### config.mk
export PLATFORM = sky130hd
export DESIGN_NAME = stbs_front
export DESIGN_NICKNAME = d
export VERILOG_FILES = /design/src/stbs_pkg.sv /design/src/stbs_front.sv
export SDC_FILE = /design/constraint.sdc
export NUM_CORES = 1
export LEC_CHECK = 0
export BUFFER_PORTS_ARGS = -buffer_cell sky130_fd_sc_hd__buf_2
export CORE_ASPECT_RATIO = 0.5
export CORE_MARGIN = 1
export CORE_UTILIZATION = 44
export CTS_CLUSTER_DIAMETER = 120
export DETAILED_ROUTE_END_ITERATION = 12
export GPL_TIMING_DRIVEN = 0
export HOLD_SLACK_MARGIN = 0.12
export PLACE_DENSITY = 0.66
export SLEW_MARGIN = 15
export SYNTH_ARGS = -nofsm -noshare
export SYNTH_HDL_FRONTEND = slang
export SYNTH_SLANG_ARGS = --single-unit
### constraint.sdc
create_clock -name clk -period 3.4 [get_ports clk]
set_input_delay 0.34 -clock clk [delete_from_list [all_inputs] [get_ports clk]]
set_output_delay 0.34 -clock clk [all_outputs]
set_load 0.05 [all_outputs]
### src/stbs_pkg.sv
// shared constants and types of the sorted table search block
`timescale 1ns / 1ps

package stbs_pkg;

    localparam int DEF_TABLE_DEPTH = 1024;
    localparam int DEF_VALUE_BITS  = 32;

    // item modes
    localparam logic [1:0] MODE_LOAD  = 2'd0;
    localparam logic [1:0] MODE_EXACT = 2'd1;
    localparam logic [1:0] MODE_FIRST = 2'd2;
    localparam logic [1:0] MODE_LAST  = 2'd3;

    // classified command handed from front to back
    typedef struct packed {
        logic       is_load;
        logic [1:0] mode;
    } stbs_cmd_t;

endpackage

### src/stbs_front.sv
// front end: takes input beats, classifies them and queues commands
`timescale 1ns / 1ps

module stbs_front #(
    parameter int TABLE_DEPTH = stbs_pkg::DEF_TABLE_DEPTH,
    parameter int VALUE_BITS  = stbs_pkg::DEF_VALUE_BITS
) (
    input  logic                           clk,
    input  logic                           rst_n,
    input  logic                           in_valid,
    output logic                           in_ready,
    input  logic [1:0]                     mode,
    input  logic [$clog2(TABLE_DEPTH)-1:0] entry_index,
    input  logic [VALUE_BITS-1:0]          item_value,
    output logic                           q_valid,
    input  logic                           q_pop,
    output stbs_pkg::stbs_cmd_t            q_cmd,
    output logic [$clog2(TABLE_DEPTH)-1:0] q_index,
    output logic [VALUE_BITS-1:0]          q_value
);

    import stbs_pkg::*;

    localparam int IDX_W = $clog2(TABLE_DEPTH);

    stbs_cmd_t             cmd_reg   [2];
    logic [IDX_W-1:0]      index_reg [2];
    logic [VALUE_BITS-1:0] value_reg [2];
    logic [1:0]            count_reg, count_next;
    logic                  wr_ptr_reg, wr_ptr_next;
    logic                  rd_ptr_reg, rd_ptr_next;
    stbs_cmd_t             cmd_in;
    logic                  keep;
    logic                  push;
    logic                  pop;

    // loads beyond the table are dropped here
    always_comb
    begin
        cmd_in.is_load = (mode == MODE_LOAD);
        cmd_in.mode    = mode;
        keep = !cmd_in.is_load || ({1'b0, entry_index} < (IDX_W + 1)'(TABLE_DEPTH));
    end

    assign in_ready = (count_reg != 2'd2);
    assign push     = in_valid && in_ready && keep;
    assign q_valid  = (count_reg != 2'd0);
    assign pop      = q_pop && q_valid;

    always_comb
    begin
        count_next  = count_reg;
        wr_ptr_next = wr_ptr_reg;
        rd_ptr_next = rd_ptr_reg;
        if (push)
        begin
            wr_ptr_next = !wr_ptr_reg;
        end
        if (pop)
        begin
            rd_ptr_next = !rd_ptr_reg;
        end
        if (push && !pop)
        begin
            count_next = count_reg + 2'd1;
        end
        else if (pop && !push)
        begin
            count_next = count_reg - 2'd1;
        end
    end

    always_ff @(posedge clk or negedge rst_n)
    begin
        if (!rst_n)
        begin
            count_reg  <= 2'd0;
            wr_ptr_reg <= 1'b0;
            rd_ptr_reg <= 1'b0;
        end
        else
        begin
            count_reg  <= count_next;
            wr_ptr_reg <= wr_ptr_next;
            rd_ptr_reg <= rd_ptr_next;
        end
    end

    always_ff @(posedge clk)
    begin
        if (push)
        begin
            cmd_reg[wr_ptr_reg]   <= cmd_in;
            index_reg[wr_ptr_reg] <= entry_index;
            value_reg[wr_ptr_reg] <= item_value;
        end
    end

    assign q_cmd   = cmd_reg[rd_ptr_reg];
    assign q_index = index_reg[rd_ptr_reg];
    assign q_value = value_reg[rd_ptr_reg];

endmodule

==> flow_summary.ini <==
[setup_path]
crit_family = simple AND/OR/NAND/NOR gates
r2r_slack_ns = 1.47
setup.worst_path.class = reg -> reg
r2r_start = count_reg[0]
reg2reg_depth = 4
path_max_fanout = 23
crit_path_end_kind = register
cpMaxStageDelayCell = nor2_4
r2r-end = value_reg[0][10]
cp.arrival_ns = 1.95
path_buf_inv = 1
critPathMaxStageDelay_ns = 0.62
cp_cell_sequence = nand2b_1, nand2_1, nor2_4, buf_12
cp_data_required_time_ns = 3.42
start_kind = register

[power_and_ir_drop]
ir_drop_uv = 590
power.leakage_uw = 0.00186
cellPowerDensity_nw_per_um2 = 1040

[timing]
drv_slew = 0
period_needed_ns = 1.93
max_slew_margin_pct = 48.1
fin_hold_ws_ns = 0.196
finalHoldViolCount = 0
rsz0062_at_grt = no
tns_ns = 0
finalSetupViolations = 0
skew_ns = 0.00741
fin_crit_sh_pct = 56.6
tightest_slew_ns = 0.777
fmax_mhz = 519

[cts]
postCtsSetupBuffers = 0
tritoncts = yes
numCtsBuffers = 9
h-tree-depth = 3
clock_sinks = 94
clkTransAtPathRegs_ns = 0.06
clockRootBuffer = clkbuf_16
cts_buffer_depth = 2
cts.repair.resized = 0
cts_hold_buf = 1
insertion_delay_ns = 0.33

[route]
drt_iter0_markers = 67
post_drt_wl_per_cell_um = 15.5
highest_layer = met4
drc_errors = 0
dr.pass1.iters = 4
ant_nets = 0
drt-total-wl_um = 5970
vias = 1778
vias_per_cell = 4.63
wl_met1_um = 2390
met3_length_um = 266
dr_wl_met2_um = 3230

[global_routing]
grt_pass1_vias = 1922
grt.total_usage_pct = 14.5
antenna_found_initial = 0
grt_start_max_net_pins = 25
grt_pass1_wl_um = 9000
grt_overflow = 0

[outcome]
run_status = completed

[yosys]
yosys.area_share.adder_pct = 0.343
syn_area_per_cell_um2 = 22.9
syn_inst = 159
synth-simple-area-share_pct = 1.03
ys_seq_area_share_pct = 76.9
synth_top_family_by_area = multiplexers
synthXorXnorAreaFrac_pct = 1.20
synth_compound_area_share_pct = 0
syn-num-nets = 208
synth.distinct_cells = 15
syn_area_um2 = 3640
ys_seq_elements = 94
yosysWarnings = 0
synth_mux_area_share_pct = 17.9

[min_path]
worstHoldPathType = in -> reg
hold_start = entry_index[0]
hold_depth = 1
hold_path_end = index_reg[1][0]

[final_layout]
nFillCells = 649
layout-drive-gt1-share_pct = 59.2
final_cell_mix = 94 x buf_2, 90 x edfxtp_1, 39 x mux2_4
largest_reg_flops = 64
layout_commonest_cell = buf_2
nNetsFinal = 316
insertedDiodeCount = 0
areaGrowthSynthToFinish_pct = 26.3

[placed_design]
hpwl_um = 4110
io_buffers = 94
gp_congestion = 0.634

[die]
rows = 23
dieHeight_um = 66.4
start_util_pct = 45.6
core_um2 = 8000
fp.dieArea_um2 = 8670
die_w_um = 131
io_pins = 95

[flow_run]
maxCapViolations = 0
==> where the power goes <==
part,total [uW],internal [uW],switching (uW)
sequential,1670,1590,77.5
clock,931,555,376
combinational,2170,749,1420
total,4770,2890,1870
==> cell type report <==
class,count,area [um2],area share [%]
flip-flops and latches,94,2800,60.9
clock buffers,15,278,6.03
multi-input cells,59,756,16.4
inverters,1,3.75,0.0815
clock inverters,1,5.00,0.109
plain buffers,5,91.3,1.98
well taps,112,140,3.04
repair buffers,97,528,11.5
==> logic make-up (layout without fill, tap and decap cells) <==
family                   count (synthesis)  after routing
flip-flops                              94             94
adder cells (fa/ha/maj)                  1              1
multiplexers                            45             45
buffers and inverters                    6            119
XOR/XNOR                                 5              5
AND/OR/NAND/NOR                          8              8
==> synth_stat cells <==
cell type / n / area (um2)
mux2_4: 39 / 586
dfrtp_1: 4 / 100
buf_12: 4 / 80.1
nand2_1: 2 / 7.51
or2_1: 1 / 6.26
and3_1: 1 / 6.26
inv_1: 1 / 3.75
nand2b_1: 1 / 6.26
xor2_1: 2 / 17.5
mux2_2: 6 / 67.6
buf_6: 1 / 11.3
edfxtp_1: 90 / 2700
ha_1: 1 / 12.5
nor2_1: 3 / 11.3
xnor2_1: 3 / 26.3
==> worst max path at each step <==
stage / start / end / slack [ns] / cells after the start
after global routing: count_reg[0] / value_reg[0][12] / 1.35 / 4
after global placement: count_reg[0] / value_reg[0][5] / 0.51 / 3
after floorplan: count_reg[0] / cmd_reg[0][0] / 0.73 / 3
after detailed placement: count_reg[0] / index_reg[0][4] / 1.45 / 4
final: count_reg[0] / value_reg[0][10] / 1.47 / 4
after CTS: count_reg[0] / value_reg[0][12] / 1.44 / 4
==> metal layers <==
metal	vias up	global-route usage (%)
met3	9	5.18
met1	894	15.6
met2	39	26.0
li1	836	-
met5	-	0
met4	0	6.03
==> through the flow <==
step	instance area, um2	instances	utilization (%)	setup WS (ns)	total power (uW)
floorplan	3650	159	-	0.732	3450
global placement	4260	365	53.2	0.509	3800
detailed placement	4310	367	53.9	1.45	3890
CTS	4600	384	57.6	1.44	4830
global route	4600	384	57.6	1.35	4980
finish	4600	384	57.6	1.47	4770
Power figures use the tool's default switching activity.
